`config.mk`:
```
export PLATFORM = sky130hd
export DESIGN_NAME = address_range_carver
export DESIGN_NICKNAME = d
export VERILOG_FILES = /design/src/rtl/core/acr_pkg.sv /design/src/rtl/core/acr_ram.sv /design/src/rtl/core/acr_csr.sv /design/src/rtl/core/address_range_carver.sv
export SDC_FILE = /design/constraint.sdc
export NUM_CORES = 2
export LEC_CHECK = 0
export BUFFER_PORTS_ARGS = -buffer_cell sky130_fd_sc_hd__buf_2
export CORE_ASPECT_RATIO = 1.2
export CORE_MARGIN = 8
export CORE_UTILIZATION = 54
export DETAILED_ROUTE_END_ITERATION = 7
export HOLD_SLACK_MARGIN = 0.05
export PLACE_DENSITY = 0.75
export SLEW_MARGIN = 20
export SYNTH_ARGS = -nofsm -noshare
export SYNTH_HDL_FRONTEND = slang
export SYNTH_SLANG_ARGS = --single-unit
```
`constraint.sdc`:
```
create_clock -name clock -period 12.07 [get_ports clock]
set_clock_uncertainty 0.1 [all_clocks]
set_input_delay 2.414 -clock clock [delete_from_list [all_inputs] [get_ports clock]]
set_output_delay 2.414 -clock clock [all_outputs]
set_load 0.1 [all_outputs]
```
`src/rtl/core/acr_pkg.sv`:
```
// Shared types and constants for the address range carver.
// Used by acr_ram's instances, acr_csr and address_range_carver; depends on nothing.
package acr_pkg;

   localparam int MAX_RANGES = 16;
   localparam int IDX_W      = $clog2(MAX_RANGES);
   localparam int CNT_W      = $clog2(MAX_RANGES + 1);
   localparam int CSR_AW     = 4;

   typedef struct packed {
      logic [15:0] flag;
      logic [31:0] length;
      logic [31:0] start;
   } entry_type;

   localparam int ENTRY_W = $bits(entry_type);

   typedef struct packed {
      logic [31:0] total_size;
      logic [15:0] type_mask;
      logic [15:0] idle_code;
   } cfg_type;

   typedef enum logic [1:0] {
      CMD_INIT  = 2'd0,
      CMD_CLAIM = 2'd1,
      CMD_READ  = 2'd2,
      CMD_NONE  = 2'd3
   } cmd_type;

   typedef enum logic [1:0] {
      STS_OK    = 2'd0,
      STS_NOFIT = 2'd1,
      STS_FULL  = 2'd2,
      STS_RANGE = 2'd3
   } status_type;

   typedef enum logic [1:0] {
      REG_TOTAL_SIZE = 2'd0,
      REG_TYPE_MASK  = 2'd1,
      REG_IDLE_CODE  = 2'd2,
      REG_NONE       = 2'd3
   } reg_type;

   typedef enum logic [3:0] {
      ST_IDLE,
      ST_RD_WAIT,
      ST_SEARCH,
      ST_CLAIM,
      ST_HOLE_LO,
      ST_HOLE_HI,
      ST_KEY_RD,
      ST_KEY_LD,
      ST_SHIFT,
      ST_DONE
   } state_type;

endpackage

```
`src/rtl/core/acr_ram.sv`:
```
// Generic single-write, single-read RAM with registered read data.
// Stand-alone; used for the range table of address_range_carver.
module acr_ram #(
   parameter int WIDTH = 8,
   parameter int DEPTH = 16
) (
   input  logic                     clock,
   input  logic                     we,
   input  logic [$clog2(DEPTH)-1:0] waddr,
   input  logic [WIDTH-1:0]         wdata,
   input  logic [$clog2(DEPTH)-1:0] raddr,
   output logic [WIDTH-1:0]         rdata
);

   logic [WIDTH-1:0] mem [DEPTH];
   logic [WIDTH-1:0] rdata_ff;

   always_ff @(posedge clock) begin
      if (we) begin
         mem[waddr] <= wdata;
      end
      rdata_ff <= mem[raddr];
   end

   assign rdata = rdata_ff;

endmodule

```
`src/rtl/core/acr_csr.sv`:
```
// Configuration registers of the address range carver behind an APB-style port.
// Depends on acr_pkg for the register indexes and the cfg_type bundle.
module acr_csr
   import acr_pkg::*;
(
   input  logic              clock,
   input  logic              reset,
   input  logic              csr_psel,
   input  logic              csr_penable,
   input  logic              csr_pwrite,
   input  logic [CSR_AW-1:0] csr_paddr,
   input  logic [31:0]       csr_pwdata,
   output logic [31:0]       csr_prdata,
   output logic              csr_pready,
   output cfg_type           cfg
);

   cfg_type cfg_ff;
   cfg_type cfg_in;
   reg_type reg_sel;
   logic    wr_en;

   assign reg_sel    = reg_type'(csr_paddr[3:2]);
   assign csr_pready = 1'b1;
   assign wr_en      = csr_psel & csr_penable & csr_pwrite & csr_pready;

   always_comb begin
      cfg_in = cfg_ff;
      if (wr_en) begin
         case (reg_sel)
            REG_TOTAL_SIZE: cfg_in.total_size = csr_pwdata;
            REG_TYPE_MASK:  cfg_in.type_mask  = csr_pwdata[15:0];
            REG_IDLE_CODE:  cfg_in.idle_code  = csr_pwdata[15:0];
            default:        cfg_in = cfg_ff;
         endcase
      end
   end

   always_comb begin
      case (reg_sel)
         REG_TOTAL_SIZE: csr_prdata = cfg_ff.total_size;
         REG_TYPE_MASK:  csr_prdata = {16'd0, cfg_ff.type_mask};
         REG_IDLE_CODE:  csr_prdata = {16'd0, cfg_ff.idle_code};
         default:        csr_prdata = 32'd0;
      endcase
   end

   always_ff @(posedge clock) begin
      if (reset) begin
         cfg_ff.total_size <= 32'd0;
         cfg_ff.type_mask  <= 16'd15;
         cfg_ff.idle_code  <= 16'd0;
      end else begin
         cfg_ff <= cfg_in;
      end
   end

   assign cfg = cfg_ff;

endmodule

```
`src/rtl/core/address_range_carver.sv`:
```
// Address range carver: a table of address ranges kept in ascending start order,
// built from acr_pkg, acr_csr and one acr_ram instance holding the table.
// One beat is taken at a time and the block is not ready until its result is formed.
//
// An init beat writes the first entry at once; a read of a valid entry waits for the
// registered RAM read data; a read past the count and a claim rejected for a full or
// empty table go straight to the result. A claim that finds no fit scans every entry.
// An accepted claim walks the table through the single read port of the table RAM:
// it examines entries in order in the search, writes the claim over its host entry,
// appends the low and high holes where they are left, then runs an insertion pass that
// loads each entry as a key and moves earlier entries that start after it up one place,
// and closes with a result state. A finished result waits in an output register, and
// a new request beat is taken while it waits; a result that cannot enter that register
// holds the block until rsp_tready frees it.
module address_range_carver
   import acr_pkg::*;
(
   input  logic              clock,
   input  logic              reset,
   // req_tdata, low bit up: range_start[31:0], range_length[63:32],
   // range_flag[79:64], entry_index[83:80], zero fill[87:84]
   input  logic              req_tvalid,
   output logic              req_tready,
   input  logic [87:0]       req_tdata,
   // req_tuser: command[1:0]
   input  logic [1:0]        req_tuser,
   // rsp_tdata, low bit up: entry_start[31:0], entry_length[63:32],
   // entry_flag[79:64], entry_count[84:80], zero fill[87:85]
   output logic              rsp_tvalid,
   input  logic              rsp_tready,
   output logic [87:0]       rsp_tdata,
   // rsp_tuser: status[1:0]
   output logic [1:0]        rsp_tuser,
   input  logic              csr_psel,
   input  logic              csr_penable,
   input  logic              csr_pwrite,
   input  logic [CSR_AW-1:0] csr_paddr,
   input  logic [31:0]       csr_pwdata,
   output logic [31:0]       csr_prdata,
   output logic              csr_pready
);

   cfg_type cfg;

   acr_csr u_csr (
      .clock       (clock),
      .reset       (reset),
      .csr_psel    (csr_psel),
      .csr_penable (csr_penable),
      .csr_pwrite  (csr_pwrite),
      .csr_paddr   (csr_paddr),
      .csr_pwdata  (csr_pwdata),
      .csr_prdata  (csr_prdata),
      .csr_pready  (csr_pready),
      .cfg         (cfg)
   );

   // Table RAM
   logic             ram_we;
   logic [IDX_W-1:0] ram_waddr;
   entry_type        ram_wdata;
   logic [IDX_W-1:0] ram_raddr;
   entry_type        ram_rdata;
   logic [ENTRY_W-1:0] ram_rdata_raw;

   acr_ram #(
      .WIDTH (ENTRY_W),
      .DEPTH (MAX_RANGES)
   ) u_table (
      .clock (clock),
      .we    (ram_we),
      .waddr (ram_waddr),
      .wdata (ram_wdata),
      .raddr (ram_raddr),
      .rdata (ram_rdata_raw)
   );

   assign ram_rdata = entry_type'(ram_rdata_raw);

   // Request fields
   cmd_type     in_cmd;
   logic [31:0] in_start;
   logic [31:0] in_length;
   logic [15:0] in_flag;
   logic [3:0]  in_index;

   assign in_cmd    = cmd_type'(req_tuser);
   assign in_start  = req_tdata[31:0];
   assign in_length = req_tdata[63:32];
   assign in_flag   = req_tdata[79:64];
   assign in_index  = req_tdata[83:80];

   // State
   state_type        state_ff, state_in;
   logic [CNT_W-1:0] cnt_ff, cnt_in;
   logic [CNT_W-1:0] i_ff, i_in;
   logic [IDX_W-1:0] j_ff, j_in;
   logic [IDX_W-1:0] found_ff, found_in;
   entry_type        key_ff, key_in;
   entry_type        req_ff, req_in;
   logic [32:0]      req_end_ff, req_end_in;
   logic [31:0]      host_start_ff, host_start_in;
   logic [32:0]      host_end_ff, host_end_in;
   status_type       res_status_ff, res_status_in;
   entry_type        res_entry_ff, res_entry_in;
   logic             rsp_valid_ff, rsp_valid_in;
   status_type       rsp_status_ff, rsp_status_in;
   entry_type        rsp_entry_ff, rsp_entry_in;
   logic [4:0]       rsp_count_ff, rsp_count_in;

   logic        accept;
   logic        full;
   logic        idx_ok;
   logic [32:0] scan_end;
   logic        scan_hit;
   logic        scan_last;
   logic        shift_more;
   logic        out_free;
   logic        hole_lo;
   logic        hole_hi;

   assign accept     = req_tvalid & req_tready;
   assign full       = (32'(cnt_ff) + 32'd2) > 32'(MAX_RANGES);
   assign idx_ok     = 32'(in_index) < 32'(cnt_ff);
   // The search compares against the end sum at 33 bits so it never wraps.
   assign scan_end   = {1'b0, ram_rdata.start} + {1'b0, ram_rdata.length};
   assign scan_hit   = ((ram_rdata.flag & cfg.type_mask) == cfg.idle_code)
                     && (ram_rdata.start <= req_ff.start)
                     && (scan_end >= req_end_ff);
   assign scan_last  = (CNT_W'(i_ff + 1'b1) == cnt_ff);
   assign shift_more = (j_ff != '0) && (ram_rdata.start > key_ff.start);
   assign out_free   = ~rsp_valid_ff | rsp_tready;
   assign hole_lo    = req_ff.start > host_start_ff;
   assign hole_hi    = req_end_ff < host_end_ff;

   // Next state
   always_comb begin
      state_in = state_ff;
      case (state_ff)
         ST_IDLE: begin
            if (accept) begin
               case (in_cmd)
                  CMD_CLAIM: state_in = (full || cnt_ff == '0) ? ST_DONE : ST_SEARCH;
                  CMD_READ:  state_in = idx_ok ? ST_RD_WAIT : ST_DONE;
                  default:   state_in = ST_DONE;
               endcase
            end
         end
         ST_RD_WAIT: state_in = ST_DONE;
         ST_SEARCH: begin
            if (scan_hit) begin
               state_in = ST_CLAIM;
            end else if (scan_last) begin
               state_in = ST_DONE;
            end
         end
         ST_CLAIM:   state_in = ST_HOLE_LO;
         ST_HOLE_LO: state_in = ST_HOLE_HI;
         ST_HOLE_HI: state_in = ST_KEY_RD;
         ST_KEY_RD:  state_in = (i_ff >= cnt_ff) ? ST_DONE : ST_KEY_LD;
         ST_KEY_LD:  state_in = ST_SHIFT;
         ST_SHIFT:   state_in = shift_more ? ST_SHIFT : ST_KEY_RD;
         ST_DONE:    state_in = out_free ? ST_IDLE : ST_DONE;
         default:    state_in = ST_IDLE;
      endcase
   end

   // Datapath and outputs
   always_comb begin
      req_tready    = 1'b0;
      ram_we        = 1'b0;
      ram_waddr     = '0;
      ram_wdata     = '0;
      ram_raddr     = '0;
      cnt_in        = cnt_ff;
      i_in          = i_ff;
      j_in          = j_ff;
      found_in      = found_ff;
      key_in        = key_ff;
      req_in        = req_ff;
      req_end_in    = req_end_ff;
      host_start_in = host_start_ff;
      host_end_in   = host_end_ff;
      res_status_in = res_status_ff;
      res_entry_in  = res_entry_ff;
      rsp_valid_in  = rsp_valid_ff & ~rsp_tready;
      rsp_status_in = rsp_status_ff;
      rsp_entry_in  = rsp_entry_ff;
      rsp_count_in  = rsp_count_ff;

      case (state_ff)
         ST_IDLE: begin
            req_tready = 1'b1;
            if (accept) begin
               req_in.start  = in_start;
               req_in.length = in_length;
               req_in.flag   = in_flag;
               req_end_in    = {1'b0, in_start} + {1'b0, in_length};
               res_status_in = STS_OK;
               res_entry_in  = '0;
               i_in          = '0;
               case (in_cmd)
                  CMD_INIT: begin
                     ram_we           = 1'b1;
                     ram_waddr        = '0;
                     ram_wdata.start  = 32'd0;
                     ram_wdata.length = cfg.total_size;
                     ram_wdata.flag   = cfg.idle_code;
                     cnt_in           = CNT_W'(1);
                  end
                  CMD_CLAIM: begin
                     if (full) begin
                        res_status_in = STS_FULL;
                     end else if (cnt_ff == '0) begin
                        res_status_in = STS_NOFIT;
                     end
                  end
                  CMD_READ: begin
                     ram_raddr = IDX_W'(in_index);
                     if (!idx_ok) begin
                        res_status_in = STS_RANGE;
                     end
                  end
                  default: res_status_in = STS_OK;
               endcase
            end
         end
         ST_RD_WAIT: begin
            res_entry_in = ram_rdata;
         end
         ST_SEARCH: begin
            // The RAM holds entry i this cycle; entry i+1 is fetched behind it.
            ram_raddr = IDX_W'(i_ff + 1'b1);
            if (scan_hit) begin
               found_in      = IDX_W'(i_ff);
               host_start_in = ram_rdata.start;
               host_end_in   = scan_end;
            end else if (scan_last) begin
               res_status_in = STS_NOFIT;
            end else begin
               i_in = CNT_W'(i_ff + 1'b1);
            end
         end
         ST_CLAIM: begin
            ram_we    = 1'b1;
            ram_waddr = found_ff;
            ram_wdata = req_ff;
         end
         ST_HOLE_LO: begin
            if (hole_lo) begin
               ram_we           = 1'b1;
               ram_waddr        = IDX_W'(cnt_ff);
               ram_wdata.start  = host_start_ff;
               ram_wdata.length = req_ff.start - host_start_ff;
               ram_wdata.flag   = cfg.idle_code;
               cnt_in           = CNT_W'(cnt_ff + 1'b1);
            end
         end
         ST_HOLE_HI: begin
            if (hole_hi) begin
               ram_we           = 1'b1;
               ram_waddr        = IDX_W'(cnt_ff);
               ram_wdata.start  = req_end_ff[31:0];
               ram_wdata.length = 32'(host_end_ff - req_end_ff);
               ram_wdata.flag   = cfg.idle_code;
               cnt_in           = CNT_W'(cnt_ff + 1'b1);
            end
            i_in = CNT_W'(1);
         end
         ST_KEY_RD: begin
            ram_raddr = IDX_W'(i_ff);
         end
         ST_KEY_LD: begin
            key_in    = ram_rdata;
            j_in      = IDX_W'(i_ff);
            ram_raddr = IDX_W'(i_ff - 1'b1);
         end
         ST_SHIFT: begin
            // Entry j-1 is on the read port; move it up while it starts after the key.
            ram_we    = 1'b1;
            ram_waddr = j_ff;
            if (shift_more) begin
               ram_wdata = ram_rdata;
               j_in      = j_ff - 1'b1;
               ram_raddr = j_ff - IDX_W'(2);
            end else begin
               ram_wdata = key_ff;
               i_in      = CNT_W'(i_ff + 1'b1);
            end
         end
         ST_DONE: begin
            if (out_free) begin
               rsp_valid_in  = 1'b1;
               rsp_status_in = res_status_ff;
               rsp_entry_in  = res_entry_ff;
               rsp_count_in  = 5'(cnt_ff);
            end
         end
         default: begin
            rsp_valid_in = rsp_valid_ff & ~rsp_tready;
         end
      endcase
   end

   always_ff @(posedge clock) begin
      if (reset) begin
         state_ff     <= ST_IDLE;
         cnt_ff       <= '0;
         rsp_valid_ff <= 1'b0;
      end else begin
         state_ff     <= state_in;
         cnt_ff       <= cnt_in;
         rsp_valid_ff <= rsp_valid_in;
      end
   end

   always_ff @(posedge clock) begin
      i_ff          <= i_in;
      j_ff          <= j_in;
      found_ff      <= found_in;
      key_ff        <= key_in;
      req_ff        <= req_in;
      req_end_ff    <= req_end_in;
      host_start_ff <= host_start_in;
      host_end_ff   <= host_end_in;
      res_status_ff <= res_status_in;
      res_entry_ff  <= res_entry_in;
      rsp_status_ff <= rsp_status_in;
      rsp_entry_ff  <= rsp_entry_in;
      rsp_count_ff  <= rsp_count_in;
   end

   assign rsp_tvalid = rsp_valid_ff;
   assign rsp_tuser  = rsp_status_ff;
   assign rsp_tdata  = {3'd0, rsp_count_ff, rsp_entry_ff.flag,
                        rsp_entry_ff.length, rsp_entry_ff.start};

endmodule

```
==> impl_metrics.ini <==
[clock_tree]
clock_sink_count = 1874
postCtsSetupRepairBufs = 0
cts.htree.levels = 4
hold_buffers = 0
cts-root-buf = clkbuf_16
clock_latency_ps = 820
cts_tree = done
cts_resized = 0
cts_made_buffers = 178
path_clk_slew_ps = 60
clockBufferDepth = 3

[worst_hold_path]
min_to = rsp_tdata[49]
hp-class = flip-flop to flip-flop
min_path_cells = 0
min-delay-start = res_entry_ff[49]

[synth]
yosysTopAreaCellShare = 0.624
synth_area_leader_cell = edfxtp_1
synth-seq-cells = 1874
postSynth.asyncResetShare = 0
syn_avg_cell_area_um2 = 15.0
synth_edf_count = 1720
seq_area_frac_synth = 0.661
ys.flop_type = edfxtp_1
ys_top_cells_by_area = edfxtp_1, mux2i_1, ha_1
ys_types = 83
synth_warnings = 0
syn_inst = 5532
syn_area_um2 = 82700

[timing]
worst_pin_slew_ps = 1280
max_freq_mhz = 124
slew_headroom = 0.142
finalHoldViolations = 0
finalCritPeriodShare = 0.666
fin_crit_ps = 8040
rsz0062_at_grt = false
setup_ws_ps = 4030
fin_tns_setup_ps = 0
maxSlewViolCount = 0
hold_ws_ps = 309
setup_viol = 0

[drt]
dr_wl_met2_mm = 104
finalWirelength_mm = 216
wl_met1_mm = 87.7
first_iter_violations = 5352
ant_nets = 0
viasPerCell = 6.11
met3RoutedLength_mm = 15.4
drc_errors = 0
routedWlPerCell_um = 27.1
dr.pass1.iters = 6
num_vias = 48700
highest_layer = met5

[global_route]
grt_pass1_vias = 47900
grt_max_degree = 134
grt.total_usage = 0.252
grt_overflow = 0
grt_first_pass_wirelength_mm = 313
antenna_found_initial = 14

[run_status]
status = complete, no violations

[placement]
port_buffers = 247
place_congestion = 0.935
dp_hpwl_mm = 136
dp_slack_ps = 4210

[finish]
layout_commonest_cell = edfxtp_1
fillCellCount = 11200
drive_gt1_frac = 0.114
area_delta_synth_final_pct = 11.7
final_util = 0.606
nets = 6231
final_cell_mix = edfxtp_1, mux2i_1, ha_1, nand2_1

[die]
die_area_um2 = 166000
rows = 157
fp.dieH_um = 445
fp.dieW_um = 373
start_util = 0.543
boundaryPins = 258
core_um2 = 152000

[setup_path]
rrSetupSlack_ps = 4030
path_max_fanout = 47
endpoint_kind = flip-flop
r2r_start = u_table.rdata[32]
crit_type = flip-flop to flip-flop
cp.arrival_ps = 8380
r2r-end = host_end_ff[31]
cp.required_ps = 12400
r2r_cells = 22
startpoint_type = flip-flop

[power_and_ir_drop]
p_clk_frac = 0.251
pwr-share-comb = 0.330
power_density_nw_per_um2 = 242
power.switching_mw = 7.76
seqPwrFrac = 0.419
swShare = 0.347
p_leak_nw = 39.6
irDropWorstVdd_mv = 0.263
intPower_mw = 14.6

[flow_run]
maxCapViolCount = 0
## power by group through the flow
stage	sequential [mW]	clock (mW)	combinational, mW
final	9.37	5.62	7.39
after global routing	9.42	5.92	7.96
after CTS	9.37	5.69	7.30
after detailed placement	9.50	0	7.24
after global placement	9.47	0	7.09
after floorplan	9.46	0	4.97
## critical path: stages, from the launching register on
cell      delay (ps)
dfxtp_1          440
ha_1             260
fa_1             240
a21o_1           130
a21oi_1          120
o21a_1           220
o311ai_1         420
o211ai_1         330
o311ai_1         760
a21oi_1          320
o41ai_1          530
a21oi_1          160
xnor2_1          170
ha_1             300
nand2_1           70
nor2_1           180
nand4_1          160
o211ai_1         170
a221o_1          200
a31oi_1           40
or4_1            770
nor2_4           760
buf_4            730
## cell usage after synthesis (13+ instances only)
| cell | n |
|---|---|
| and3_1 | 13 |
| mux2i_1 | 1259 |
| nand3_1 | 37 |
| o21a_1 | 32 |
| nor2_1 | 161 |
| o22ai_1 | 38 |
| edfxtp_1 | 1720 |
| nor2b_1 | 28 |
| a22oi_1 | 13 |
| nand4_1 | 36 |
| a221o_1 | 54 |
| a21oi_1 | 247 |
| o21ai_0 | 120 |
| o21bai_1 | 14 |
| o211ai_1 | 21 |
| clkbuf_1 | 94 |
| a211oi_1 | 14 |
| and2_1 | 103 |
| a31oi_1 | 17 |
| dfxtp_1 | 154 |
| nand2_1 | 270 |
| nand2b_1 | 19 |
| nor3_1 | 31 |
| inv_1 | 211 |
| xor2_1 | 39 |
| xnor2_1 | 95 |
| ha_1 | 277 |
| o221ai_1 | 17 |
| a222oi_1 | 25 |
| buf_2 | 133 |
| a21o_1 | 59 |
## sequential cells by signal, summed over array words and instances (netlist names), 4 cells and up
register       count
req_end_ff        33
u_csr.cfg         64
key_ff            80
req_ff            80
rsp_tdata         80
u_table.mem     1280
host_start_ff     32
cnt_ff             5
j_ff               4
rsp_count_ff       5
state_ff           4
host_end_ff       33
i_ff               5
found_ff           4
u_table.rdata     80
res_entry_ff      80
## cell type report
type                       count  area, um^2  share of cell area
antenna                        8        20.0            0.000217
clock buffer                 239        4970              0.0538
clock inverter                93         938              0.0102
inverter                     212         798             0.00864
multi-input combinational   3206       26400               0.286
sequential                  1874       54700               0.592
tap                         1987        2490              0.0269
timing repair buffer         345        2060              0.0223
## stage by stage
stage               power (mW)  cell area (um^2)  std cells
floorplan                 14.4             82800       5534
global placement          16.6             86400       7615
detailed placement        16.7             86400       7616
CTS                       22.4             92300       7948
global route              23.3             92400       7960
finish                    22.4             92400       7964
## worst max-delay path by stage
stage                           start                end  slack, ps
finish              u_table.rdata[32]    host_end_ff[31]       4030
global route        u_table.rdata[32]    host_end_ff[31]       3890
CTS                 u_table.rdata[32]    host_end_ff[31]       4100
detailed placement  u_table.rdata[32]  host_start_ff[31]       4210
global placement    u_table.rdata[32]  host_start_ff[25]       4220
floorplan                  rsp_tready    rsp_count_ff[0]       2510
## cell families (layout without fill, tap and decap cells)
| family | count (synthesis) | in the layout | share of synthesized area |
|---|---|---|---|
| fa+ha+maj | 281 | 281 | 0.0429 |
| buf+inv | 454 | 889 | 0.0229 |
| compound gates | 762 | 762 | 0.0611 |
| mux | 1266 | 1266 | 0.153 |
| simple gates | 759 | 759 | 0.0441 |
| xor+xnor | 134 | 134 | 0.0142 |
| other cells | 2 | 12 | 0.0000908 |
| flops | 1874 | 1874 | 0.661 |
## routing by layer
metal / global-route usage / vias up
met2: 0.420 / 2027
met1: 0.334 / 24500
met4: 0.105 / 2
li1: - / 21700
met3: 0.0378 / 435
met5: 0 / -
(Power assumes the default switching activity.)
